--- src/rtl/core/tia_pkg.sv ---
// Shared types and constants for the Thumb immediate ALU execute unit.
`timescale 1ns / 1ps

package tia_pkg;

  localparam int unsigned InstrW   = 16;
  localparam int unsigned DataW    = 32;
  localparam int unsigned RegIdxW  = 3;
  localparam int unsigned NumRegs  = 8;
  localparam int unsigned ImmW     = 8;
  localparam int unsigned SignPos  = 31;

  localparam logic [InstrW-1:0] FmtMask = 16'hE000;
  localparam logic [InstrW-1:0] FmtImm  = 16'h2000;

  typedef enum logic [1:0] {
    OP_MOV = 2'd0,
    OP_CMP = 2'd1,
    OP_ADD = 2'd2,
    OP_SUB = 2'd3
  } tia_op_e;

  typedef struct packed {
    logic n;
    logic z;
    logic c;
    logic v;
  } tia_flags_t;

  typedef struct packed {
    logic               reg_we;
    logic [RegIdxW-1:0] idx;
    logic [DataW-1:0]   data;
    logic               flags_we;
    tia_flags_t         flags;
  } tia_wr_t;

  typedef struct packed {
    logic               is_exception;
    logic               wrote_reg;
    logic [RegIdxW-1:0] dest_index;
    logic [DataW-1:0]   alu_value;
    tia_flags_t         flags;
  } tia_result_t;

endpackage

--- src/rtl/core/tia_if.sv ---
// Valid/ready channel interfaces for instruction and result beats.
`timescale 1ns / 1ps

interface tia_instr_if;
  logic                        valid;
  logic                        ready;
  logic [tia_pkg::InstrW-1:0]  instr_word;

  modport source (output valid, output instr_word, input ready);
  modport sink (input valid, input instr_word, output ready);
endinterface

interface tia_result_if;
  logic                        valid;
  logic                        ready;
  logic                        is_exception;
  logic                        wrote_reg;
  logic [tia_pkg::RegIdxW-1:0] dest_index;
  logic [tia_pkg::DataW-1:0]   alu_value;
  logic                        flag_n;
  logic                        flag_z;
  logic                        flag_c;
  logic                        flag_v;

  modport source (
    output valid, output is_exception, output wrote_reg, output dest_index,
    output alu_value, output flag_n, output flag_z, output flag_c, output flag_v,
    input ready
  );
  modport sink (
    input valid, input is_exception, input wrote_reg, input dest_index,
    input alu_value, input flag_n, input flag_z, input flag_c, input flag_v,
    output ready
  );
endinterface

--- src/rtl/core/tia_regfile.sv ---
// Eight low registers and the NZCV flags, one read port and one write port.
`timescale 1ns / 1ps

module tia_regfile (
  input  logic                          clk_i,
  input  logic                          rst_ni,
  input  logic [tia_pkg::RegIdxW-1:0]   rd_idx_i,
  output logic [tia_pkg::DataW-1:0]     rd_data_o,
  output tia_pkg::tia_flags_t           flags_o,
  input  tia_pkg::tia_wr_t              wr_i
);
  import tia_pkg::*;

  logic [DataW-1:0] regs_q [NumRegs];
  tia_flags_t       flags_q;

  always_ff @(posedge clk_i or negedge rst_ni) begin
    if (!rst_ni) begin
      for (int i = 0; i < NumRegs; i++) begin
        regs_q[i] <= '0;
      end
      flags_q <= '0;
    end else begin
      if (wr_i.reg_we) begin
        regs_q[wr_i.idx] <= wr_i.data;
      end
      if (wr_i.flags_we) begin
        flags_q <= wr_i.flags;
      end
    end
  end

  assign rd_data_o = regs_q[rd_idx_i];
  assign flags_o   = flags_q;

endmodule

--- src/rtl/core/tia_alu.sv ---
// Decode of the immediate ALU format, shared add/subtract and flag logic.
`timescale 1ns / 1ps

module tia_alu (
  input  logic                        valid_i,
  input  logic [tia_pkg::InstrW-1:0]  instr_i,
  input  logic [tia_pkg::DataW-1:0]   rd_data_i,
  input  tia_pkg::tia_flags_t         flags_i,
  output logic [tia_pkg::RegIdxW-1:0] rd_idx_o,
  output tia_pkg::tia_result_t        result_o,
  output tia_pkg::tia_wr_t            wr_o
);
  import tia_pkg::*;

  logic             fmt_ok;
  tia_op_e          op;
  logic [DataW-1:0] imm;
  logic [DataW-1:0] b_eff;
  logic             is_sub;
  logic [DataW:0]   sum;
  logic [DataW-1:0] res;
  logic             carry;
  logic             ovf;
  tia_flags_t       flags_new;
  logic [DataW-1:0] value;
  logic             wrote;

  assign fmt_ok   = (instr_i & FmtMask) == FmtImm;
  assign op       = tia_op_e'(instr_i[12:11]);
  assign rd_idx_o = instr_i[10:8];
  assign imm      = DataW'(instr_i[ImmW-1:0]);
  assign is_sub   = (op == OP_CMP) || (op == OP_SUB);
  assign b_eff    = is_sub ? ~imm : imm;
  assign sum      = {1'b0, rd_data_i} + {1'b0, b_eff} + (DataW+1)'(is_sub);
  assign res      = sum[DataW-1:0];
  assign carry    = sum[DataW];
  assign ovf      = (rd_data_i[SignPos] == b_eff[SignPos]) &&
                    (res[SignPos] != rd_data_i[SignPos]);

  always_comb begin
    flags_new = flags_i;
    value     = res;
    wrote     = 1'b1;
    unique case (op)
      OP_MOV: begin
        value       = imm;
        flags_new.n = imm[SignPos];
        flags_new.z = (imm == '0);
      end
      OP_CMP, OP_ADD, OP_SUB: begin
        flags_new.n = res[SignPos];
        flags_new.z = (res == '0);
        flags_new.c = carry;
        flags_new.v = ovf;
        wrote       = (op != OP_CMP);
      end
      default: begin
        value = res;
      end
    endcase
  end

  always_comb begin
    result_o.is_exception = !fmt_ok;
    result_o.wrote_reg    = fmt_ok && wrote;
    result_o.dest_index   = fmt_ok ? rd_idx_o : '0;
    result_o.alu_value    = fmt_ok ? value : '0;
    result_o.flags        = fmt_ok ? flags_new : flags_i;

    wr_o.reg_we   = valid_i && fmt_ok && wrote;
    wr_o.idx      = rd_idx_o;
    wr_o.data     = value;
    wr_o.flags_we = valid_i && fmt_ok;
    wr_o.flags    = flags_new;
  end

endmodule

--- src/rtl/core/thumb_alu_immediate_execute_unit.sv ---
// Top level: instruction register, execute and result register.
//
//   channel   dir  beat payload
//   instr_i   in   instr_word[15:0]
//   result_o  out  is_exception, wrote_reg, dest_index[2:0], alu_value[31:0],
//                  flag_n, flag_z, flag_c, flag_v
//
// One beat per cycle sustained while result_o is ready.
// The register file and flags update when an instruction moves into the
// result register, so the next instruction already reads the new values.
// Reset clears all eight registers, the flags and both valid bits.
// A stalled result holds; the instruction register keeps taking beats until
// both stages are full.
`timescale 1ns / 1ps

module thumb_alu_immediate_execute_unit (
  input  logic         clk_i,
  input  logic         rst_ni,
  tia_instr_if.sink    instr_i,
  tia_result_if.source result_o
);
  import tia_pkg::*;

  logic               s0_valid_q;
  logic [InstrW-1:0]  s0_instr_q;
  logic               s0_advance;
  logic               in_ready;
  logic               out_valid_q;
  tia_result_t        out_q;
  logic [RegIdxW-1:0] rd_idx;
  logic [DataW-1:0]   rd_data;
  tia_flags_t         flags;
  tia_result_t        result;
  tia_wr_t            wr;

  assign s0_advance = s0_valid_q && (!out_valid_q || result_o.ready);
  assign in_ready   = !s0_valid_q || s0_advance;

  always_ff @(posedge clk_i or negedge rst_ni) begin
    if (!rst_ni) begin
      s0_valid_q  <= 1'b0;
      out_valid_q <= 1'b0;
    end else begin
      if (in_ready) begin
        s0_valid_q <= instr_i.valid;
      end
      if (s0_advance) begin
        out_valid_q <= 1'b1;
      end else if (result_o.ready) begin
        out_valid_q <= 1'b0;
      end
    end
  end

  always_ff @(posedge clk_i) begin
    if (in_ready && instr_i.valid) begin
      s0_instr_q <= instr_i.instr_word;
    end
    if (s0_advance) begin
      out_q <= result;
    end
  end

  tia_regfile u_regfile (
    .clk_i     (clk_i),
    .rst_ni    (rst_ni),
    .rd_idx_i  (rd_idx),
    .rd_data_o (rd_data),
    .flags_o   (flags),
    .wr_i      (wr)
  );

  tia_alu u_alu (
    .valid_i   (s0_advance),
    .instr_i   (s0_instr_q),
    .rd_data_i (rd_data),
    .flags_i   (flags),
    .rd_idx_o  (rd_idx),
    .result_o  (result),
    .wr_o      (wr)
  );

  assign instr_i.ready         = in_ready;
  assign result_o.valid        = out_valid_q;
  assign result_o.is_exception = out_q.is_exception;
  assign result_o.wrote_reg    = out_q.wrote_reg;
  assign result_o.dest_index   = out_q.dest_index;
  assign result_o.alu_value    = out_q.alu_value;
  assign result_o.flag_n       = out_q.flags.n;
  assign result_o.flag_z       = out_q.flags.z;
  assign result_o.flag_c       = out_q.flags.c;
  assign result_o.flag_v       = out_q.flags.v;

  a_stall_full: assert property (@(posedge clk_i) disable iff (!rst_ni)
    !in_ready |-> s0_valid_q && out_valid_q && !result_o.ready)
    else $error("instruction stage stalled with room downstream");

  a_advance_fills: assert property (@(posedge clk_i) disable iff (!rst_ni)
    s0_advance |=> out_valid_q)
    else $error("advanced beat missing from result register");

  a_exc_clean: assert property (@(posedge clk_i) disable iff (!rst_ni)
    out_valid_q && out_q.is_exception |->
      !out_q.wrote_reg && out_q.dest_index == '0 && out_q.alu_value == '0)
    else $error("exception beat carries a register result");

  a_nz_match: assert property (@(posedge clk_i) disable iff (!rst_ni)
    out_valid_q && !out_q.is_exception |->
      out_q.flags.z == (out_q.alu_value == '0) &&
      out_q.flags.n == out_q.alu_value[SignPos])
    else $error("N or Z flag disagrees with result value");

  a_flags_stable: assert property (@(posedge clk_i) disable iff (!rst_ni)
    !s0_advance |=> $stable(flags))
    else $error("flags changed without an executed instruction");

endmodule

--- src/flat_wrapper.sv ---
// flat-port wrapper written by rule: the top's interface ports become plain ports
module thumb_alu_immediate_execute_unit_flat import tia_pkg::*;
  (clk_i, rst_ni, instr_i_valid, instr_i_instr_word, instr_i_ready, result_o_valid, result_o_is_exception, result_o_wrote_reg, result_o_dest_index, result_o_alu_value, result_o_flag_n, result_o_flag_z, result_o_flag_c, result_o_flag_v, result_o_ready);
  tia_instr_if instr_i_i ();
  tia_result_if result_o_i ();
  input  logic clk_i;
  input  logic rst_ni;
  input wire logic [$bits(instr_i_i.valid)-1:0] instr_i_valid;
  input wire logic [$bits(instr_i_i.instr_word)-1:0] instr_i_instr_word;
  output wire logic [$bits(instr_i_i.ready)-1:0] instr_i_ready;
  output wire logic [$bits(result_o_i.valid)-1:0] result_o_valid;
  output wire logic [$bits(result_o_i.is_exception)-1:0] result_o_is_exception;
  output wire logic [$bits(result_o_i.wrote_reg)-1:0] result_o_wrote_reg;
  output wire logic [$bits(result_o_i.dest_index)-1:0] result_o_dest_index;
  output wire logic [$bits(result_o_i.alu_value)-1:0] result_o_alu_value;
  output wire logic [$bits(result_o_i.flag_n)-1:0] result_o_flag_n;
  output wire logic [$bits(result_o_i.flag_z)-1:0] result_o_flag_z;
  output wire logic [$bits(result_o_i.flag_c)-1:0] result_o_flag_c;
  output wire logic [$bits(result_o_i.flag_v)-1:0] result_o_flag_v;
  input wire logic [$bits(result_o_i.ready)-1:0] result_o_ready;
  assign instr_i_i.valid = instr_i_valid;
  assign instr_i_i.instr_word = instr_i_instr_word;
  assign instr_i_ready = instr_i_i.ready;
  assign result_o_valid = result_o_i.valid;
  assign result_o_is_exception = result_o_i.is_exception;
  assign result_o_wrote_reg = result_o_i.wrote_reg;
  assign result_o_dest_index = result_o_i.dest_index;
  assign result_o_alu_value = result_o_i.alu_value;
  assign result_o_flag_n = result_o_i.flag_n;
  assign result_o_flag_z = result_o_i.flag_z;
  assign result_o_flag_c = result_o_i.flag_c;
  assign result_o_flag_v = result_o_i.flag_v;
  assign result_o_i.ready = result_o_ready;
  thumb_alu_immediate_execute_unit u_core (.clk_i(clk_i), .rst_ni(rst_ni), .instr_i(instr_i_i), .result_o(result_o_i));
endmodule
--- config.mk ---
export PLATFORM = sky130hd
export DESIGN_NAME = thumb_alu_immediate_execute_unit_flat
export DESIGN_NICKNAME = d
export VERILOG_FILES = /design/src/rtl/core/tia_pkg.sv /design/src/rtl/core/tia_if.sv /design/src/rtl/core/tia_regfile.sv /design/src/rtl/core/tia_alu.sv /design/src/rtl/core/thumb_alu_immediate_execute_unit.sv /design/src/flat_wrapper.sv
export SDC_FILE = /design/constraint.sdc
export NUM_CORES = 1
export LEC_CHECK = 0
export BUFFER_PORTS_ARGS = -buffer_cell sky130_fd_sc_hd__buf_4
export CORE_MARGIN = 5
export CORE_UTILIZATION = 26
export CTS_BUF_LIST = sky130_fd_sc_hd__clkbuf_8
export DETAILED_ROUTE_END_ITERATION = 7
export SYNTH_ARGS = -nofsm -noshare
export SYNTH_HDL_FRONTEND = slang
export SYNTH_HIERARCHICAL = 1
export SYNTH_SLANG_ARGS = --single-unit
--- constraint.sdc ---
create_clock -name clk_i -period 4.4 [get_ports clk_i]
set_input_delay 0.22 -clock clk_i [delete_from_list [all_inputs] [get_ports clk_i]]
set_output_delay 0.22 -clock clk_i [all_outputs]
set_load 0.01 [all_outputs]
==> run_results.csv, run 1 <==
group,metric,value,unit
job,maxCapViolCount,0,
synthesis,synthArstFlopShare,82.13,%
setup_path,worstPathArrival,4800,ps
routing,route.detailed.drc,0,
cts,cts.reportedPaths.clkPinSlew,60,ps
pwr,pwr-share-clk,32.3,%
routing,ant_nets,0,
grt,grt_overflow,0,
cts,root_buffer,"clkbuf_8",
placement,hpwl,28670,um
routing,vias,10950,
synthesis,synth_top_cell_area_share,39.60,%
synthesis,ys_seq_area_share,49.94,%
placement,io_buffers,62,
finish,synthToLayoutAreaGrowth,25.54,%
pwr,p_per_area,404.8,nW/um2
grt,grt_first_pass_wirelength,67080,um
outcome,violations,"setup timing",
finish,nNetsFinal,1461,
finish,stdcell_count,2296,
synthesis,synth_area_leaders,"dfrtp_1, mux2_2, edfxtp_1, mux4_1, mux4_2",
pwr,p_switching,2.506,mW
grt,grt_antenna_before_repair,1,
pwr,p_int,5.907,mW
pwr,ir_drop,0.2014,mV
pwr,p_leak,9.534,nW
sta,period_needed,4458,ps
sta,setup_tns,-58.17,ps
min_path,hold_class,"in -> async",
sta,setup_violations,1,
setup_path,crit_type,"reg -> reg",
sta,fin_crit_sh,101.3,%
setup_path,regToRegSetupSlack,-60,ps
cts,ctsLongestPathBuffers,3,
sta,worst_slew_pin_slew,1158,ps
sta,slew_violations,0,
synthesis,yosys.area.top_type,"dfrtp_1",
pwr,p_comb_share,26.0,%
routing,wl_per_cell,18.67,um
sta,rsz0062_at_grt,"yes",
finish,multi_input_area,8344,um2
finish,top_register,"u_core/u_regfile/regs_q",
floorplan,io-pin-count,63,
floorplan,core,63080,um2
sta,skew,28.38,ps
outcome,status,"finished, violations left",
cts,clk_latency,610,ps
floorplan,initial_core_util,26.25,%
pwr,seq_power_share,41.7,%
cts,tritoncts,"built",
sta,slew_headroom,22.00,%
grt,grt_max_degree,110,
synthesis,synth_seq_cells,319,
cts,cts_num_sinks,319,
setup_path,rr_startpoint,"u_core/s0_instr_q[8]",
setup_path,end_kind,"flip-flop",
cts,cts_buffers,50,
sta,finalWorstSetupSlack,-58.17,ps
setup_path,r2r_end,"u_core/result_o.flag_z",
finish,drive_above_1_share,47.07,%
setup_path,critPathRequiredTime,4740,ps
routing,drt-initial-drc-count,709,
synthesis,synth_most_common_cell,"mux2_2",
pwr,power_switching_share,29.79,%
synthesis,ys_types,83,
placement,gp_congestion,0.8590,
floorplan,rows,92,
setup_path,reg2reg_depth,19,
routing,viasPerCell,4.770,
sta,fmax,0.2243,GHz
grt,gr-usage-all-layers,11.89,%
finish,largest_reg_flops,256,
grt,grt_pass1_vias,11710,
setup_path,startpoint_type,"flip-flop",
placement,placed_cells,2161,
finish,fillers,6260,
synthesis,synth_ff_type,"dfrtp_1",
cts,htreeDepth,2,
synthesis,synth_common_cells,"mux2_2, dfrtp_1, nor2_1",
routing,drt-total-wl,42870,um
synthesis,yosys_warnings,6,
synthesis,synth.avg_cell_area,13.67,um2
floorplan,dieArea,68830,um2
floorplan,die_width,262.4,um
finish,postLayoutCoreUtil,32.95,%
synthesis,syn_area,16560,um2
routing,first_pass_iters,5,
sta,finalHoldViolCount,0,
floorplan,die_y,262.4,um
setup_path,crit_fanout,8,
synthesis,synth_edf_count,57,
synthesis,postSynthCellCount,1211,
finish,ff_latch_area,8268,um2
synthesis,synth_nets,1263,
## power by group through the flow
stage	logic, mW	clock network [mW]	registers [mW]
after CTS	2.00	2.82	3.50
after detailed placement	1.96	0	3.56
after global routing	2.36	2.94	3.54
final	2.19	2.72	3.51
after floorplan	1.21	0	3.52
after global placement	1.93	0	3.54
## how the worst max path moves through the flow
| stage | start | to | slack [ps] | cells past startpoint |
|---|---|---|---|---|
| floorplan | u_core/s0_instr_q[8] | u_core/result_o.flag_z | 260 | 17 |
| global route | u_core/s0_instr_q[8] | u_core/result_o.flag_z | -160 | 19 |
| global placement | u_core/s0_instr_q[8] | u_core/result_o.flag_z | -280 | 15 |
| detailed placement | u_core/s0_instr_q[8] | u_core/result_o.flag_z | -210 | 15 |
| CTS | u_core/s0_instr_q[8] | u_core/result_o.flag_z | -20 | 16 |
| finish | u_core/s0_instr_q[8] | u_core/result_o.flag_z | -60 | 19 |
## critical path, stage by stage (launching register included)
cell and delay, ps:
edfxtp_1 440, buf_6 150, buf_12 140, buf_16 150
buf_12 130, buf_6 110, mux4_2 400, mux2_4 310
ha_4 270, a21oi_4 170, o211ai_1 120, a221o_1 390
buf_6 140, mux2i_2 210, o41ai_4 120, o211ai_1 360
nor4bb_4 110, nand4_1 110, o21ai_2 70, mux2_4 270
## routing by layer
| metal | share of wire [%] | up-vias | GRT usage, % |
|---|---|---|---|
| li1 | - | 4969 | - |
| met1 | 44 | 5703 | 15.58 |
| met2 | 50 | 210 | 20.77 |
| met3 | 3.5 | 69 | 1.535 |
| met4 | 2.2 | 0 | 3.363 |
| met5 | 0 | - | 0 |
## cells in the final DEF, fill, tap and decap left out, types with 11 or more instances in the layout
cell	instances
a21o_1	12
a21oi_1	27
and2_1	14
buf_4	181
clkbuf_8	66
dfrtp_1	262
dlygate4sd3_1	20
edfxtp_1	57
ha_1	12
ha_4	13
inv_1	31
mux2_2	278
mux4_1	36
mux4_2	28
nand2_1	51
nand3_1	17
nor2_1	63
o21ai_0	16
xnor2_1	11
xor2_1	14
## cell type report
type	count	area share, %
Inverter	15	0.2709
Clock inverter	26	0.9691
Antenna cell	1	0.01204
Sequential cell	319	39.78
Tap cell	846	5.092
Timing Repair Buffer	222	9.366
Clock buffer	66	4.370
Multi-Input combinational cell	801	40.14
## metrics by stage
step / instance area [um2] / hold WS, ps / power (mW) / worst slack (ps)
5_1_grt: 20790 / 309.0 / 8.850 / -162.8
3_3_place_gp: 18730 / 321.3 / 5.465 / -282.6
4_1_cts: 20110 / 270.5 / 8.326 / -19.37
3_5_place_dp: 18730 / 337.0 / 5.516 / -207.8
6_report: 20790 / 276.7 / 8.413 / -58.17
2_1_floorplan: 16560 / -75.59 / 4.727 / 259.2
## timing repair
item                                    CTS  global route
endpoints found under the hold margin   123             0
resized for setup                        12            92
buffers inserted                          1            19
hold buffers                             20             0
gates cloned                              0             2
pin swaps                                 3            25
endpoints found under the setup margin   18           112
## cells by family (layout without fill, tap and decap cells)
family,count (synthesis),after routing,share of synthesized area (%)
flops,319,319,49.94
fa+ha+maj,32,32,2.464
xor+xnor,26,26,1.375
mux,361,361,29.83
other cells,0,1,0
buf+inv,91,329,2.955
simple gates,243,243,7.716
compound gates,139,139,5.721
Note: power is estimated with default switching activity, not from simulation.
==> run 2, diff against run 1 <==
- SETUP_SLACK_MARGIN: default -> 0.3
- SYNTH_HIERARCHICAL: 1 -> default
==> run 2 against run 1 <==
  * The run still ends with setup timing left
  * Largest cell class is now sequential cells
  * Highest routed layer unchanged
  * Via count is 18% higher
  * Largest power group unchanged
  * Final cell count is 14% higher
  * Combinational power is 2% lower
  * Global-route usage is 2.7 points higher
  * Non-clock buffer count is 39 higher
  * First-iteration DRC count is 30% higher
  * Routed wire length is 16% higher
  * Sequential share of layout area hardly changed
  * Hold slack worse by 12 ps
==> run_results.csv, run 2 <==
group,metric,value,unit
synthesis,yosys.area.top_type,"dfrtp_1",
setup_path,startpoint_type,"flip-flop",
sta,setup_violations,2,
synthesis,synth_nets,1614,
grt,gr-usage-all-layers,14.59,%
sta,slew_headroom,28.13,%
routing,drt-initial-drc-count,919,
finish,nNetsFinal,1830,
synthesis,postSynthCellCount,1574,
finish,top_register,"u_core.u_regfile.regs_q",
sta,fin_crit_sh,102.5,%
sta,period_needed,4508,ps
finish,final_common_cell,"nand2_1",
outcome,violations,"setup timing",
cts,cts_buffers,54,
cts,ctsLongestPathBuffers,3,
routing,drt-total-wl,49810,um
finish,final_cell_mix,"nand2_1, dfrtp_1, o21ai_0, buf_4, nor2_1",
cts,root_buffer,"clkbuf_8",
synthesis,syn_area,15840,um2
routing,first_pass_iters,5,
grt,grt_antenna_before_repair,1,
synthesis,synth_edf_count,57,
placement,dpl_cell_area,18230,um2
routing,viasPerCell,4.919,
job,maxCapViolCount,0,
setup_path,cp_slowest_stage_delay,520,ps
synthesis,synth.avg_cell_area,10.07,um2
finish,fillers,6082,
pwr,p_leak,8.948,nW
synthesis,ys_types,93,
routing,vias,12870,
finish,stdcell_count,2617,
pwr,fin_total_pwr,8.526,mW
synthesis,synth_seq_cells,319,
cts,cts_num_sinks,319,
sta,finalHoldViolCount,0,
finish,drive_above_1_share,30.26,%
setup_path,end_kind,"flip-flop",
placement,placed_cells,2466,
floorplan,rows,90,
setup_path,crit_slowest_cell,"or4_1",
floorplan,initial_core_util,26.25,%
setup_path,crit_fanout,8,
pwr,p_per_area,410.0,nW/um2
cts,tritoncts,"built",
finish,largest_reg_flops,256,
routing,route.detailed.drc,0,
pwr,p_switching,2.647,mW
cts,clk_latency,640,ps
setup_path,worstPathArrival,5000,ps
synthesis,synth_top_cell_area_share,41.38,%
synthesis,synth_most_common_cell,"nand2_1",
placement,io_buffers,62,
placement,hpwl,33040,um
pwr,ir_drop,0.1976,mV
floorplan,io-pin-count,63,
floorplan,die_y,256.8,um
pwr,seq_power_share,41.4,%
synthesis,synth_ff_type,"dfrtp_1",
sta,skew,20.41,ps
pwr,p_int,5.880,mW
sta,slew_violations,0,
cts,htreeDepth,2,
sta,finalWorstSetupSlack,-107.9,ps
pwr,power_switching_share,31.04,%
grt,grt_pass1_vias,13000,
grt,grt_max_degree,113,
setup_path,crit_type,"reg -> reg",
pwr,p_comb_share,25.2,%
sta,worst_slew_pin_slew,1078,ps
setup_path,cpMostUsedCell,"buf_4",
grt,grt_overflow,0,
synthesis,synth_area_leaders,"dfrtp_1, edfxtp_1, o21ai_0, nand2_1, mux4_2",
routing,ant_nets,0,
finish,synthToLayoutAreaGrowth,31.27,%
sta,rsz0062_at_grt,"yes",
synthesis,synth_common_cells,"nand2_1, o21ai_0, dfrtp_1",
outcome,status,"finished, violations left",
finish,design_area,20800,um2
synthesis,synthArstFlopShare,82.13,%
grt,grt_first_pass_wirelength,76610,um
placement,dp_slack,-211.5,ps
min_path,hold_class,"in -> async",
synthesis,ys_seq_area_share,52.19,%
floorplan,dieArea,65970,um2
sta,fmax,0.2218,GHz
synthesis,yosys_warnings,0,
pwr,pwr-share-clk,33.4,%
routing,wl_per_cell,19.03,um
cts,cts.reportedPaths.clkPinSlew,60,ps
setup_path,worstPathCellList,"buf_12, mux2_2, a221oi_2, o22ai_1, buf_4, fa_2, a211oi_2, o211ai_1, nand2_2, buf_4, xor2_2, a21oi_1, or4_1, or4_4, nor4_1, and4_1, o2111ai_2, o21ai_1",
placement,gp_congestion,0.8879,
setup_path,critPathRequiredTime,4890,ps
floorplan,core,60360,um2
floorplan,die_width,256.8,um
[run 2: cell count changes after synthesis, sizes merged, moves of 9 or more]
cell    previous run  this run
a221oi             1        27
a31oi              3        12
buf               53        24
clkbuf            23        80
ha                31        19
mux2             294        23
mux2i              3        39
mux4              64        25
nand2             53       329
nor2              74        93
o21ai             27       271
o22ai              3        14
o31ai              2        18
xnor2             12        30
[run 2: timing repair]
item / CTS / global route
pin swaps: 42 / 36
endpoints found under the setup margin: 121 / 176
hold buffers: 20 / 0
endpoints found under the hold margin: 128 / 0
cloned: 3 / 2
setup buffers: 20 / 5
resized for setup: 122 / 96
[run 2: cell type report]
| class | instances | area (um2) | share of cell area [%] |
|---|---|---|---|
| repair buffers | 261 | 2236 | 10.75 |
| inverters | 15 | 61.31 | 0.2948 |
| diodes | 1 | 2.502 | 0.01203 |
| well taps | 782 | 978.4 | 4.705 |
| multi-input cells | 1139 | 8069 | 38.80 |
| flip-flops and latches | 319 | 8268 | 39.76 |
| clock inverters | 27 | 176.4 | 0.8483 |
| clock buffers | 73 | 1005 | 4.831 |
[run 2: through the flow]
stage / hold slack, ps / setup TNS (ps) / util, %
detailed placement: 369.8 / -1288 / 30.19
finish: 264.3 / -166.8 / 34.45
floorplan: -75.59 / -493.2 / -
global placement: 355.9 / -331.6 / 30.19
global route: 277.8 / -2394 / 34.45
CTS: 266.5 / -59.53 / 33.72
[run 2: final timing paths]
check / start / endpoint / slack, ps / depth (start not counted)
worst min register to register: u_core.u_regfile.regs_q[14] / u_core.u_regfile.regs_q[14] / 470 / 2
max in group asynchronous: rst_ni / u_core.u_regfile.regs_q[49] / 2810 / 3
worst max register to register: u_core.s0_instr_q[10] / u_core.result_o.flag_z / -110 / 18
worst min-delay path: rst_ni / u_core.u_regfile.regs_q[166] / 260 / 2
worst max-delay path: u_core.s0_instr_q[10] / u_core.result_o.flag_z / -110 / 18
min in group clk_i: instr_i_instr_word[14] / u_core.s0_instr_q[14] / 310 / 2
[run 2: kinds of logic (layout without fill, tap and decap cells)]
family / count (synthesis) / count (layout) / share of synthesized area [%]
buffers and inverters: 119 / 376 / 3.270
AO/OA/AOI/OAI: 466 / 466 / 18.53
multiplexers: 87 / 87 / 7.850
adder cells (fa/ha/maj): 20 / 20 / 1.627
XOR/XNOR: 41 / 41 / 2.361
other: 0 / 1 / 0
AND/OR/NAND/NOR: 522 / 525 / 14.18
flip-flops: 319 / 319 / 52.19
[run 2: critical path: cells and delay by family, from the launching register on]
family          cells  cell delay [ps]
buf+inv             3              460
fa+ha+maj           1              350
flops               1              430
compound gates      7             1140
mux                 1              340
simple gates        5             1490
xor+xnor            1              160
[run 2: power by group through the flow]
stage	Sequential, mW	Clock (mW)	Combinational [mW]
floorplan	3.53	0	1.10
global placement	3.56	0	1.80
detailed placement	3.58	0	1.83
CTS	3.53	2.93	2.02
global route	3.57	3.05	2.35
finish	3.53	2.85	2.14
[run 2: layer usage]
layer / global-route usage [%] / share of wire [%] / vias up
li1: - / - / 6083
met1: 19.65 / 44 / 6364
met2: 23.78 / 47 / 335
met3: 2.174 / 4.5 / 91
met4: 5.711 / 3.8 / 0
met5: 0 / 0 / -
